`config.mk`:
```
export PLATFORM = sky130hd
export DESIGN_NAME = masked_patch_mean_sq_distance
export DESIGN_NICKNAME = d
export VERILOG_FILES = /design/src/rtl/core/mpsd_pkg.sv /design/src/rtl/core/mpsd_front.sv /design/src/rtl/core/mpsd_queue.sv /design/src/rtl/core/mpsd_back.sv /design/src/rtl/core/masked_patch_mean_sq_distance.sv
export SDC_FILE = /design/constraint.sdc
export NUM_CORES = 1
export LEC_CHECK = 0
export BUFFER_PORTS_ARGS = -buffer_cell sky130_fd_sc_hd__buf_2
export CAP_MARGIN = 25
export CELL_PAD_IN_SITES_DETAIL_PLACEMENT = 0
export CELL_PAD_IN_SITES_GLOBAL_PLACEMENT = 1
export CORE_MARGIN = 4
export CORE_UTILIZATION = 50
export DETAILED_ROUTE_END_ITERATION = 8
export PLACE_DENSITY_LB_ADDON = 0.1
export SLEW_MARGIN = 30
export SYNTH_ARGS = -nofsm -noshare
export SYNTH_HDL_FRONTEND = slang
export SYNTH_SLANG_ARGS = --single-unit
```
`constraint.sdc`:
```
create_clock -name clk_i -period 5.4 [get_ports clk_i]
set_clock_uncertainty 0.1 [all_clocks]
set_input_delay 0.54 -clock clk_i [delete_from_list [all_inputs] [get_ports clk_i]]
set_output_delay 0.54 -clock clk_i [all_outputs]
set_load 0.02 [all_outputs]
```
`src/rtl/core/mpsd_pkg.sv`:
```
// shared types and constants for the masked patch mean squared distance block
// no dependencies; imported by every module under rtl/core
package mpsd_pkg;

  // pixel and window widths
  localparam int unsigned PIX_W   = 8;
  localparam int unsigned SQ_W    = 2 * PIX_W;
  localparam int unsigned SUM_W   = 24;
  localparam int unsigned CNT_W   = 8;
  localparam int unsigned DIST_W  = 16;

  // nominal window geometry, for reference by users of the block
  localparam int unsigned MAX_RADIUS   = 7;
  localparam int unsigned WINDOW_PAIRS = (2 * MAX_RADIUS + 1) * (2 * MAX_RADIUS + 1);

  // window queue between accumulator and divider
  localparam int unsigned QUEUE_DEPTH = 4;

  // divider: one quotient bit per cycle
  localparam int unsigned DIV_STEPS = SUM_W;
  localparam int unsigned STEP_W    = $clog2(DIV_STEPS);

  // configuration port
  localparam int unsigned APB_AW = 3;
  localparam int unsigned APB_DW = 32;
  localparam logic REG_MAX_DIST  = 1'b0;
  localparam logic REG_MIN_COUNT = 1'b1;

  localparam logic [DIST_W-1:0] MAX_DIST_RST  = '1;
  localparam logic [CNT_W-1:0]  MIN_COUNT_RST = CNT_W'(1);

  // one finished window, as handed from accumulator to divider
  typedef struct packed {
    logic [SUM_W-1:0] sum;
    logic [CNT_W-1:0] count;
    logic             center_hole;
  } win_t;

  typedef enum logic [1:0] {
    BK_IDLE,
    BK_DIV,
    BK_HOLD
  } bk_state_e;

endpackage

```
`src/rtl/core/mpsd_front.sv`:
```
// accumulator front end: squares pixel differences and sums them per window
// depends on mpsd_pkg; pushes one win_t per window into the queue
module mpsd_front (
  input  logic                            clk_i,
  input  logic                            rst_ni,
  input  logic                            in_valid_i,
  output logic                            in_stall_o,
  input  logic [mpsd_pkg::PIX_W-1:0]      src_pixel_i,
  input  logic [mpsd_pkg::PIX_W-1:0]      tgt_pixel_i,
  input  logic                            src_hole_i,
  input  logic                            tgt_hole_i,
  input  logic                            is_center_i,
  input  logic                            last_i,
  input  logic                            q_afull_i,
  output logic                            push_o,
  output mpsd_pkg::win_t                  push_data_o
);
  import mpsd_pkg::*;

  logic               accept;
  logic [PIX_W-1:0]   diff;
  logic               v_q;
  logic [SQ_W-1:0]    sq_q;
  logic               use_q;
  logic               chole_q;
  logic               last_q;
  logic [SUM_W-1:0]   sum_q, sum_d;
  logic [CNT_W-1:0]   cnt_q, cnt_d;
  logic               hole_q, hole_d;
  logic [SUM_W:0]     sum_ext;

  // one slot of slack covers the request sitting in the square stage
  assign in_stall_o = q_afull_i;
  assign accept     = in_valid_i && !in_stall_o;

  always_comb begin
    if (src_pixel_i >= tgt_pixel_i) begin
      diff = src_pixel_i - tgt_pixel_i;
    end else begin
      diff = tgt_pixel_i - src_pixel_i;
    end
  end

  // square stage
  always_ff @(posedge clk_i or negedge rst_ni) begin
    if (!rst_ni) begin
      v_q <= 1'b0;
    end else begin
      v_q <= accept;
    end
  end

  always_ff @(posedge clk_i) begin
    if (accept) begin
      sq_q    <= diff * diff;
      use_q   <= !src_hole_i && !tgt_hole_i;
      chole_q <= is_center_i && tgt_hole_i;
      last_q  <= last_i;
    end
  end

  // saturating accumulate
  always_comb begin
    sum_ext = {1'b0, sum_q} + {{(SUM_W + 1 - SQ_W){1'b0}}, sq_q};
    sum_d   = sum_q;
    cnt_d   = cnt_q;
    if (use_q) begin
      sum_d = sum_ext[SUM_W] ? {SUM_W{1'b1}} : sum_ext[SUM_W-1:0];
      if (cnt_q != {CNT_W{1'b1}}) begin
        cnt_d = cnt_q + 1'b1;
      end
    end
    hole_d = hole_q || chole_q;
  end

  always_ff @(posedge clk_i or negedge rst_ni) begin
    if (!rst_ni) begin
      sum_q  <= '0;
      cnt_q  <= '0;
      hole_q <= 1'b0;
    end else if (v_q) begin
      if (last_q) begin
        sum_q  <= '0;
        cnt_q  <= '0;
        hole_q <= 1'b0;
      end else begin
        sum_q  <= sum_d;
        cnt_q  <= cnt_d;
        hole_q <= hole_d;
      end
    end
  end

  assign push_o                  = v_q && last_q;
  assign push_data_o.sum         = sum_d;
  assign push_data_o.count       = cnt_d;
  assign push_data_o.center_hole = hole_d;

endmodule

```
`src/rtl/core/mpsd_queue.sv`:
```
// short queue of finished windows between accumulator and divider
// depends on mpsd_pkg for win_t
module mpsd_queue #(
  parameter int unsigned DEPTH = mpsd_pkg::QUEUE_DEPTH
) (
  input  logic           clk_i,
  input  logic           rst_ni,
  input  logic           push_i,
  input  mpsd_pkg::win_t push_data_i,
  output logic           afull_o,
  output logic           valid_o,
  input  logic           pop_i,
  output mpsd_pkg::win_t pop_data_o
);
  import mpsd_pkg::*;

  localparam int unsigned PTR_W = (DEPTH > 1) ? $clog2(DEPTH) : 1;
  localparam int unsigned LVL_W = $clog2(DEPTH + 1);

  win_t             mem_q [DEPTH];
  logic [PTR_W-1:0] wr_ptr_q, rd_ptr_q;
  logic [LVL_W-1:0] lvl_q;
  logic             do_pop;

  assign valid_o    = lvl_q != '0;
  assign afull_o    = lvl_q >= LVL_W'(DEPTH - 1);
  assign do_pop     = pop_i && valid_o;
  assign pop_data_o = mem_q[rd_ptr_q];

  always_ff @(posedge clk_i) begin
    if (push_i) begin
      mem_q[wr_ptr_q] <= push_data_i;
    end
  end

  always_ff @(posedge clk_i or negedge rst_ni) begin
    if (!rst_ni) begin
      wr_ptr_q <= '0;
      rd_ptr_q <= '0;
      lvl_q    <= '0;
    end else begin
      if (push_i) begin
        wr_ptr_q <= (wr_ptr_q == PTR_W'(DEPTH - 1)) ? '0 : wr_ptr_q + 1'b1;
      end
      if (do_pop) begin
        rd_ptr_q <= (rd_ptr_q == PTR_W'(DEPTH - 1)) ? '0 : rd_ptr_q + 1'b1;
      end
      if (push_i && !do_pop) begin
        lvl_q <= lvl_q + 1'b1;
      end else if (!push_i && do_pop) begin
        lvl_q <= lvl_q - 1'b1;
      end
    end
  end

endmodule

```
`src/rtl/core/mpsd_back.sv`:
```
// divider back end: checks each window, divides sum by count, holds the result
// depends on mpsd_pkg; takes windows from mpsd_queue
module mpsd_back (
  input  logic                          clk_i,
  input  logic                          rst_ni,
  input  logic                          q_valid_i,
  input  mpsd_pkg::win_t                q_data_i,
  output logic                          pop_o,
  input  logic [mpsd_pkg::DIST_W-1:0]   max_distance_i,
  input  logic [mpsd_pkg::CNT_W-1:0]    min_count_i,
  output logic                          out_valid_o,
  input  logic                          out_stall_i,
  output logic [mpsd_pkg::DIST_W-1:0]   mean_sq_distance_o,
  output logic [mpsd_pkg::CNT_W-1:0]    used_count_o,
  output logic                          rejected_o
);
  import mpsd_pkg::*;

  bk_state_e         state_q, state_d;
  logic [STEP_W-1:0] step_q;
  logic [SUM_W-1:0]  dvd_q;
  logic [CNT_W-1:0]  rem_q;
  logic [CNT_W-1:0]  div_q;
  logic [CNT_W:0]    rem_sh;
  logic              ge;
  logic [CNT_W:0]    rem_sub;
  logic [CNT_W-1:0]  need;
  logic              rej;
  logic              out_free;
  logic              load_rej;
  logic              load_div;
  logic              start_div;
  logic              out_valid_q;
  logic [DIST_W-1:0] mean_q;
  logic [CNT_W-1:0]  used_q;
  logic              rej_q;

  assign out_free = !out_valid_q || !out_stall_i;

  always_comb begin
    need = (min_count_i == '0) ? CNT_W'(1) : min_count_i;
    rej  = q_data_i.center_hole || (q_data_i.count < need);
  end

  // restoring divider step
  always_comb begin
    rem_sh  = {rem_q, dvd_q[SUM_W-1]};
    ge      = rem_sh >= {1'b0, div_q};
    rem_sub = rem_sh - {1'b0, div_q};
  end

  always_comb begin
    state_d   = state_q;
    pop_o     = 1'b0;
    load_rej  = 1'b0;
    load_div  = 1'b0;
    start_div = 1'b0;
    case (state_q)
      BK_IDLE: begin
        if (q_valid_i) begin
          if (rej) begin
            if (out_free) begin
              pop_o    = 1'b1;
              load_rej = 1'b1;
            end
          end else begin
            pop_o     = 1'b1;
            start_div = 1'b1;
            state_d   = BK_DIV;
          end
        end
      end
      BK_DIV: begin
        if (step_q == '0) begin
          state_d = BK_HOLD;
        end
      end
      BK_HOLD: begin
        if (out_free) begin
          load_div = 1'b1;
          state_d  = BK_IDLE;
        end
      end
      default: begin
        state_d = BK_IDLE;
      end
    endcase
  end

  always_ff @(posedge clk_i or negedge rst_ni) begin
    if (!rst_ni) begin
      state_q <= BK_IDLE;
    end else begin
      state_q <= state_d;
    end
  end

  always_ff @(posedge clk_i) begin
    if (start_div) begin
      dvd_q  <= q_data_i.sum;
      div_q  <= q_data_i.count;
      rem_q  <= '0;
      step_q <= STEP_W'(DIV_STEPS - 1);
    end else if (state_q == BK_DIV) begin
      dvd_q  <= {dvd_q[SUM_W-2:0], ge};
      rem_q  <= ge ? rem_sub[CNT_W-1:0] : rem_sh[CNT_W-1:0];
      step_q <= step_q - 1'b1;
    end
  end

  // output register
  always_ff @(posedge clk_i or negedge rst_ni) begin
    if (!rst_ni) begin
      out_valid_q <= 1'b0;
    end else if (load_rej || load_div) begin
      out_valid_q <= 1'b1;
    end else if (!out_stall_i) begin
      out_valid_q <= 1'b0;
    end
  end

  always_ff @(posedge clk_i) begin
    if (load_rej) begin
      mean_q <= max_distance_i;
      rej_q  <= 1'b1;
      used_q <= q_data_i.count;
    end else if (load_div) begin
      mean_q <= (dvd_q[SUM_W-1:DIST_W] != '0) ? {DIST_W{1'b1}} : dvd_q[DIST_W-1:0];
      rej_q  <= 1'b0;
      used_q <= div_q;
    end
  end

  assign out_valid_o        = out_valid_q;
  assign mean_sq_distance_o = mean_q;
  assign used_count_o       = used_q;
  assign rejected_o         = rej_q;

  a_no_zero_divisor: assert property (@(posedge clk_i) disable iff (!rst_ni)
    out_valid_o && !rejected_o |-> used_count_o != '0)
    else $error("accepted window with zero pairs");

  a_count_meets_min: assert property (@(posedge clk_i) disable iff (!rst_ni)
    out_valid_o && !rejected_o |-> used_count_o >= min_count_i)
    else $error("accepted window below minimum count");

  a_pop_when_idle: assert property (@(posedge clk_i) disable iff (!rst_ni)
    pop_o |-> state_q == BK_IDLE && q_valid_i)
    else $error("window taken while divider busy");

  a_div_runs_out: assert property (@(posedge clk_i) disable iff (!rst_ni)
    state_q == BK_DIV && step_q == '0 |=> state_q == BK_HOLD)
    else $error("divider did not finish after last step");

endmodule

```
`src/rtl/core/masked_patch_mean_sq_distance.sv`:
```
// top level of the masked patch mean squared distance block
// depends on mpsd_pkg, mpsd_front, mpsd_queue, mpsd_back
//
// usage:
//   input channel (in_valid_i / in_stall_o) takes one pixel pair per cycle:
//   source and target grey level, a hole flag for each, a centre flag and a
//   last flag that closes the window. pairs with a hole on either side are
//   skipped; the rest add their squared difference to the window sum.
//   output channel (out_valid_o / out_stall_i) gives one request per window:
//   sum / count, saturated to 16 bits, or max_distance when the centre target
//   pixel was a hole or fewer than min_count pairs were usable.
// a rejected window passes the square stage, the window queue and the output
//   register; a divided one also goes through the bit-serial divider
// pairs stream at one per cycle while in_stall_o is low; the divider works on
//   one window at a time, so short windows can fill the window queue, after
//   which in_stall_o rises
// a stalled result waits in the output register while the divider already
//   works on the next window
// reset clears all control state and the window accumulator; max_distance
//   comes up as 65535 and min_count as 1
module masked_patch_mean_sq_distance #(
  parameter int unsigned QUEUE_DEPTH = mpsd_pkg::QUEUE_DEPTH
) (
  input  logic                          clk_i,
  input  logic                          rst_ni,
  // pixel pair channel
  input  logic                          in_valid_i,
  output logic                          in_stall_o,
  input  logic [mpsd_pkg::PIX_W-1:0]    src_pixel_i,
  input  logic [mpsd_pkg::PIX_W-1:0]    tgt_pixel_i,
  input  logic                          src_hole_i,
  input  logic                          tgt_hole_i,
  input  logic                          is_center_i,
  input  logic                          last_i,
  // result channel
  output logic                          out_valid_o,
  input  logic                          out_stall_i,
  output logic [mpsd_pkg::DIST_W-1:0]   mean_sq_distance_o,
  output logic [mpsd_pkg::CNT_W-1:0]    used_count_o,
  output logic                          rejected_o,
  // configuration port
  input  logic                          psel,
  input  logic                          penable,
  input  logic                          pwrite,
  input  logic [mpsd_pkg::APB_AW-1:0]   paddr,
  input  logic [mpsd_pkg::APB_DW-1:0]   pwdata,
  output logic [mpsd_pkg::APB_DW-1:0]   prdata,
  output logic                          pready
);
  import mpsd_pkg::*;

  logic [DIST_W-1:0] max_distance_q;
  logic [CNT_W-1:0]  min_count_q;
  logic              cfg_wr;
  logic              push;
  win_t              push_data;
  logic              q_afull;
  logic              q_valid;
  logic              pop;
  win_t              pop_data;

  // registers sit at byte offsets 0 and 4; bit 2 picks one
  assign pready = 1'b1;
  assign cfg_wr = psel && penable && pwrite && pready;

  always_ff @(posedge clk_i or negedge rst_ni) begin
    if (!rst_ni) begin
      max_distance_q <= MAX_DIST_RST;
      min_count_q    <= MIN_COUNT_RST;
    end else if (cfg_wr) begin
      if (paddr[2] == REG_MAX_DIST) begin
        max_distance_q <= pwdata[DIST_W-1:0];
      end else begin
        min_count_q <= pwdata[CNT_W-1:0];
      end
    end
  end

  always_comb begin
    if (paddr[2] == REG_MIN_COUNT) begin
      prdata = {{(APB_DW - CNT_W){1'b0}}, min_count_q};
    end else begin
      prdata = {{(APB_DW - DIST_W){1'b0}}, max_distance_q};
    end
  end

  // front: square and accumulate one pair per cycle unless stalled
  mpsd_front u_front (
    .clk_i       (clk_i),
    .rst_ni      (rst_ni),
    .in_valid_i  (in_valid_i),
    .in_stall_o  (in_stall_o),
    .src_pixel_i (src_pixel_i),
    .tgt_pixel_i (tgt_pixel_i),
    .src_hole_i  (src_hole_i),
    .tgt_hole_i  (tgt_hole_i),
    .is_center_i (is_center_i),
    .last_i      (last_i),
    .q_afull_i   (q_afull),
    .push_o      (push),
    .push_data_o (push_data)
  );

  // finished windows wait here for the divider
  mpsd_queue #(
    .DEPTH (QUEUE_DEPTH)
  ) u_queue (
    .clk_i       (clk_i),
    .rst_ni      (rst_ni),
    .push_i      (push),
    .push_data_i (push_data),
    .afull_o     (q_afull),
    .valid_o     (q_valid),
    .pop_i       (pop),
    .pop_data_o  (pop_data)
  );

  // back: reject check, bit-serial divide, output register
  mpsd_back u_back (
    .clk_i              (clk_i),
    .rst_ni             (rst_ni),
    .q_valid_i          (q_valid),
    .q_data_i           (pop_data),
    .pop_o              (pop),
    .max_distance_i     (max_distance_q),
    .min_count_i        (min_count_q),
    .out_valid_o        (out_valid_o),
    .out_stall_i        (out_stall_i),
    .mean_sq_distance_o (mean_sq_distance_o),
    .used_count_o       (used_count_o),
    .rejected_o         (rejected_o)
  );

endmodule

```
==> results of run 1 <==
-- routing by layer --
metal | part of all wire [%] | wire [um] | track usage, %
met5 | 0 | 0 | 0
met4 | 2.0 | 650 | 4.46
met3 | 4.5 | 1450 | 2.27
met2 | 49 | 16000 | 33.6
met1 | 44 | 14500 | 25.6
-- layout by cell type, fill, tap and decap left out, drive strengths merged, types with 7 or more instances in the layout --
cell / netlist / final
a211oi: 10 / 10
a21o: 15 / 15
a21oi: 59 / 59
a31o: 7 / 7
a31oi: 20 / 20
and3: 10 / 10
buf: 32 / 199
clkbuf: 31 / 38
clkinv: 0 / 12
conb: 2 / 17
dfrtp: 51 / 51
dfstp: 17 / 17
dfxtp: 14 / 14
edfxtp: 206 / 206
fa: 29 / 29
ha: 84 / 84
inv: 99 / 99
mux2: 70 / 70
mux2i: 10 / 10
mux4: 33 / 33
nand2: 64 / 64
nand2b: 14 / 14
nand3: 23 / 23
nand4: 15 / 15
nor2: 78 / 78
nor2b: 20 / 20
nor3: 17 / 17
o21a: 13 / 13
o21ai: 61 / 61
o22a: 21 / 21
or2: 14 / 14
xnor2: 30 / 30
xor2: 18 / 19
-- critical path, stage by stage --
cell and delay, ps:
buf_12 110, inv_12 40, ha_4 120, inv_2 30
fa_2 360, a211oi_4 310, nor3_4 90, nor2_2 130
nand2_2 100, mux2i_4 290, xor2_4 280, buf_6 150
inv_4 30, ha_4 140, or2_4 220, fa_1 480
fa_1 500, inv_2 40, fa_1 540, inv_2 50
ha_4 250, nand2_2 70, o21ai_2 50, o41a_1 400
a211o_1 300, nor3_2 130, a21oi_2 50, xor2_1 140
-- logic make-up after synthesis --
family | synth area share (%)
and+or+nand+nor | 9.27
DFF | 52.4
buffers and inverters | 4.60
xor gates and xnor gates | 2.69
other | 0.0481
AOI/OAI and AO/OA | 10.0
adders and majority gates | 10.4
muxes | 10.5
-- synth_stat cells, types with 10 or more instances --
| cell | number |
|---|---|
| edfxtp_1 | 206 |
| inv_1 | 98 |
| ha_1 | 84 |
| nor2_1 | 78 |
| mux2_2 | 69 |
| nand2_1 | 64 |
| a21oi_1 | 59 |
| o21ai_0 | 58 |
| dfrtp_1 | 51 |
| mux4_2 | 33 |
| clkbuf_1 | 31 |
| xnor2_1 | 30 |
| fa_1 | 29 |
| nand3_1 | 22 |
| o22a_1 | 21 |
| a31oi_1 | 20 |
| nor2b_1 | 20 |
| buf_4 | 18 |
| xor2_1 | 18 |
| dfstp_2 | 17 |
| nor3_1 | 17 |
| a21o_1 | 14 |
| dfxtp_1 | 14 |
| nand2b_1 | 14 |
| nand4_1 | 14 |
| o21a_1 | 13 |
| or2_2 | 13 |
| a211oi_1 | 10 |
| and3_1 | 10 |
| mux2i_1 | 10 |
-- flip-flops by register name, summed over array words and instances (netlist names), 3 cells and up --
register                   flops
u_back.mean_sq_distance_o     16
u_back.step_q                  5
u_front.sq_q                  15
u_front.sum_q                 24
min_count_q                    8
u_queue.lvl_q                  3
u_back.div_q                   8
u_back.dvd_q                  24
u_back.used_count_o            8
u_back.rem_q                   8
u_queue.mem_q                132
max_distance_q                16
u_front.cnt_q                  8
-- worst min path at each step --
| stage | from | endpoint |
|---|---|---|
| global route | last_i | u_front.last_q |
| global placement | u_back.rejected_o | u_back.rejected_o |
| finish | last_i | u_front.last_q |
| floorplan | rst_ni | min_count_q[1] |
| detailed placement | u_back.rejected_o | u_back.rejected_o |
| CTS | last_i | u_front.last_q |
-- power by group through the flow --
| stage | Combinational (mW) | Sequential [mW] | Clock (mW) |
|---|---|---|---|
| finish | 6.39 | 3.70 | 1.83 |
| global route | 7.13 | 3.77 | 1.98 |
| CTS | 6.15 | 3.71 | 1.89 |
| detailed placement | 5.95 | 3.75 | 0 |
| global placement | 5.84 | 3.73 | 0 |
| floorplan | 4.33 | 3.67 | 0 |
-- through the flow --
step / cell area [sq um] / setup WS, ps / hold WS [ps]
6_report: 18400 / -384 / 84.1
5_1_grt: 18400 / -578 / 57.2
4_1_cts: 18200 / -268 / 64.6
3_5_place_dp: 17200 / -1190 / 348
3_3_place_gp: 17200 / -1050 / 329
2_1_floorplan: 15900 / -630 / 144
-- repair_timing --
action                                  in CTS  in global routing
gates resized for setup                     17                 35
endpoints found under the hold margin       51                  0
endpoints found under the setup margin       8                  8
pin swaps                                   26                 25
hold buffers                                 1                  0
setup buffers                                9                  8
gates cloned                                 1                  0
-- cell type report --
type                       count  area [sq um]  share of cell area (%)
inverter                      99           389                    2.11
sequential                   288          8190                    44.4
clock inverter                15          96.3                   0.522
clock buffer                  38           769                    4.17
tap                          396           495                    2.69
multi-input combinational    817          7170                    38.9
timing repair buffer         200          1330                    7.22
==> metrics.yaml, run 1 <==
status: "complete, but fails checks"
violations: "negative setup slack"
fmax_mhz: 173
min_path_cells: 1
dp.cells: 1781
maxCapViolations: 0
syn-cell-area_sq_um: 15600
drtAntennaViolNets: 0
cts_inserted_buffers: 29
rows: 64
ys_types: 71
die_w_um: 185
r2r-end: "u_queue.lvl_q[2]"
cp-endpoint: "u_front.sq_q[15]"
finalPower_mw: 11.9
final_util_pct: 60.1
clk_pin_slew_ps: 60
power_density_nw_per_um2: 646
power_switching_mw: 4.46
fillers: 2527
p_seq_share_pct: 31.0
period_share_pct: 107
antenna_cells: 0
rsz0062_at_grt: "true"
ys_top_cells_by_area: "edfxtp_1 40%, dfrtp_1 8.2%, ha_1 6.7%, mux2_2 5.0%, mux4_2 4.8%"
wire_per_inst_um: 17.6
finalHoldViolCount: 0
critical_path.max_fanout: 5
syn_area_per_cell_sq_um: 12.5
min_period_ps: 5780
clock_latency_ps: 530
final_cells: 1853
start_util_pct: 50.9
grt-ovfl-total: 0
first_pass_iters: 8
ir_drop_v: 0.000557
hpwlAfterDp_mm: 23.3
synth_edf_count: 206
cts_tree: "yes"
synthArstFlopShare_pct: 23.6
maxSlewHeadroom_pct: 47.2
tightest_slew_ps: 790
wl_mm: 32.5
synth_ff_type: "edfxtp_1"
p_comb_share_pct: 53.6
num_vias: 10100
grt_pass1_wl_mm: 53.0
finalNetCount: 1610
yosys_warnings: 0
drv_slew: 0
required_ps: 5570
cp-start-kind: "primary input"
core_area_sq_um: 30700
die_y_um: 185
reg2reg_depth: 14
vias_per_cell: 5.45
synth_seq_area_share_pct: 52.4
grt_pass1_vias: 10300
place.gp.congestion: 0.838
end_kind: "flop"
p_sw_share_pct: 37.4
r2r-start: "u_queue.rd_ptr_q[0]"
drt-initial-drc-count: 549
h-tree-depth: 1
numPortBuffers: 86
clock_path_buffers: 3
p_int_mw: 7.45
ff2ff_setup_slack_ps: 1250
crit_start: "src_pixel_i[0]"
drive_gt1_share_pct: 31.4
fin_tns_setup_ps: -1490
clkPwrFrac_pct: 15.4
drc: 0
cts_root_buf: "clkbuf_16"
syn2layout_area_growth_pct: 18.1
ys_seq_elements: 288
synthCells: 1251
synth_top_area_share_pct: 39.6
cts.sinks: 288
p_leak_nw: 7.48
yosysTopAreaCell: "edfxtp_1"
setup_viol: 6
track_usage_pct: 19.1
path_class: "in -> reg"
die_area_sq_um: 34100
grt_start_max_net_pins: 69
io-pin-count: 122
antenna_found_initial: 0
fin_ws_ps: -384
holdCritPathClass: "in -> reg"
worst_ep_arrival_time_ps: 5960
(Power assumes the default switching activity.)
==> run 2: changes to the inputs <==
--- a/config.mk
+++ b/config.mk
@@ -11,8 +11,10 @@
 export CELL_PAD_IN_SITES_GLOBAL_PLACEMENT = 1
 export CORE_MARGIN = 4
 export CORE_UTILIZATION = 50
+export CTS_CLUSTER_SIZE = 28
 export DETAILED_ROUTE_END_ITERATION = 8
 export PLACE_DENSITY_LB_ADDON = 0.1
+export SETUP_SLACK_MARGIN = 0.05
 export SLEW_MARGIN = 30
 export SYNTH_ARGS = -nofsm -noshare
 export SYNTH_HDL_FRONTEND = slang
==> run 2 against run 1 <==
The run still ends with negative setup slack left; sequential cell count is the same; non-clock buffer count is the same; register-to-register slack is essentially flat; final cell count is the same; critical path type unchanged; largest power group unchanged.
==> metrics.yaml, run 2 (synthesis results as in run 1) <==
ir_drop_v: 0.000482  # -14%
holdCritPathClass: "in -> async"
worst_ep_arrival_time_ps: 5860  # -100 ps
drc: 0  # unchanged
critical_path.max_fanout: 4  # -1
die_area_sq_um: 34100  # unchanged
cts_tree: "yes"
p_comb_share_pct: 52.3  # -1.3 points
die_y_um: 185  # unchanged
whs_ps: 41.4  # -42.7 ps
cp-start-kind: "primary input"
grt-ovfl-total: 0  # unchanged
final_cells: 1853  # unchanged
rsz0062_at_grt: "true"
p_seq_share_pct: 31.3  # +0.3 points
die_w_um: 185  # unchanged
clock_latency_ps: 540  # about the same
wire_per_inst_um: 17.6  # +0.20%
clkPwrFrac_pct: 16.3  # +0.9 points
p_int_mw: 7.40  # -0.77%
wl_mm: 32.6  # +0.20%
io-pin-count: 122  # unchanged
power_switching_mw: 4.43  # -0.59%
required_ps: 5580  # about the same
clk_pin_slew_ps: 60  # about the same
regMostFlops: "u_queue.mem_q"
p_leak_nw: 7.50  # +0.32%
first_pass_iters: 8  # unchanged
drt-initial-drc-count: 570  # +3.8%
finalHoldViolCount: 0  # unchanged
place_area_sq_um: 17200  # +0.12%
drive_gt1_share_pct: 31.6  # +0.27 points
cts_inserted_buffers: 29  # unchanged
setup_viol: 6  # unchanged
pre_cts_slack_ps: -1170  # +20.0 ps
status: "complete, but fails checks"
maxCapViolations: 0  # unchanged
final_cell_area_sq_um: 18400  # -0.10%
finalPower_mw: 11.8  # -0.70%
path_class: "in -> reg"
layout_commonest_cell: "edfxtp_1"
grt_start_max_net_pins: 69  # unchanged
violations: "negative setup slack"
period_share_pct: 105  # -1.8 points
layout_common_cells: "206 x edfxtp_1, 110 x buf_4, 86 x inv_1"
clock_path_buffers: 3  # unchanged
track_usage_pct: 19.3  # +0.21 points
core_area_sq_um: 30700  # unchanged
dp.cells: 1784  # +0.17%
p_sw_share_pct: 37.5  # +0.041 points
syn2layout_area_growth_pct: 18.0
largest_reg_flops: 132  # unchanged
hpwlAfterDp_mm: 23.2  # -0.28%
min_period_ps: 5690  # -98.1 ps
finalNetCount: 1610  # unchanged
maxSlewHeadroom_pct: 39.9  # -7.3 points
tightest_slew_ps: 902  # +112 ps
grt_pass1_vias: 10200  # -0.76%
place.gp.congestion: 0.824  # -1.7%
fmax_mhz: 176  # +1.7%
cp_slowest_cell: "fa_1"
num_vias: 10100  # +0.12%
antenna_found_initial: 0  # unchanged
power_density_nw_per_um2: 642  # -0.60%
numPortBuffers: 86  # unchanged
h-tree-depth: 1  # unchanged
start_util_pct: 50.9  # unchanged
top_regs: "u_queue.mem_q (132), u_back.dvd_q (24), u_front.sum_q (24)"
cts.sinks: 288  # unchanged
hold_buffers: 0  # -1
drtAntennaViolNets: 0  # unchanged
fin_ws_ps: -286  # +98.1 ps
rows: 64  # unchanged
slowest_delay_ps: 540  # about the same
cts_root_buf: "clkbuf_16"
antenna_cells: 0  # unchanged
end_kind: "flop"
grt_pass1_wl_mm: 53.3  # +0.65%
vias_per_cell: 5.46  # +0.12%
drv_slew: 0  # unchanged
==> run 2: cell count changes in the layout (fill, tap and decap cells not counted), moves of 3 or more <==
cell      change
a211oi_2      +3
clkinv_4      +3
buf_6         -3
nor2_1        +3
clkbuf_1      -5
buf_4         +3
==> run 2: cell type report <==
| cell class | count | area [sq um] |
|---|---|---|
| clock buffer | 34 | 764 |
| clock inverter | 19 | 156 |
| fill | 2506 | 12200 |
| inverter | 99 | 387 |
| multi-input combinational | 817 | 7120 |
| sequential | 288 | 8190 |
| tap | 396 | 495 |
| timing repair buffer | 200 | 1320 |
==> run 2: worst paths after layout <==
kind	startpoint	endpoint	slack (ps)	cells after the start
max in group asynchronous	rst_ni	u_queue.rd_ptr_q[0]	4650	2
min reg2reg	u_back.rejected_o	u_back.rejected_o	340	2
min in group clk_i	last_i	u_front.last_q	110	1
min	rst_ni	u_back.out_valid_o	40	2
max reg2reg	u_queue.rd_ptr_q[0]	u_queue.lvl_q[2]	1250	14
max	src_pixel_i[0]	u_front.sq_q[15]	-290	26
==> run 2: per-layer routing <==
| metal | vias up | part of all wire (%) | GRT usage, % |
|---|---|---|---|
| li1 | 4936 | - | - |
| met1 | 4918 | 45 | 26.3 |
| met2 | 218 | 49 | 33.6 |
| met3 | 48 | 4.4 | 2.11 |
| met4 | 0 | 2.0 | 4.43 |
| met5 | - | 0 | 0 |
==> run 2: per-stage QoR <==
step | setup TNS (ps) | util (%)
after global placement | -6410 | 56.1
after CTS | -749 | 59.7
final | -1100 | 60.1
after floorplan | -1910 | -
after detailed placement | -7300 | 56.1
after global routing | -2090 | 60.1
==> run 2: critical path: cells and delay by family <==
family / cells / cell delay [ps]
AND/OR/NAND/NOR: 3 / 350
buffers and inverters: 9 / 760
AO/OA/AOI/OAI: 6 / 1330
XOR/XNOR: 1 / 140
adder cells (fa/ha/maj): 7 / 2730
==> run 2: power groups by stage <==
stage          registers, mW  logic (mW)  clock network, mW
5_1_grt                 3.78        6.94               2.08
3_3_place_gp            3.75        5.84                  0
3_5_place_dp            3.76        5.95                  0
6_report                3.71        6.19               1.93
4_1_cts                 3.72        6.16               1.98
2_1_floorplan           3.67        4.32                  0
==> run 2: what timing repair did <==
item,CTS,global route
gates resized for setup,21,21
cloned,1,0
buffers inserted,8,7
pin swaps,22,8
endpoints found under the setup margin,8,8
endpoints found under the hold margin,0,0
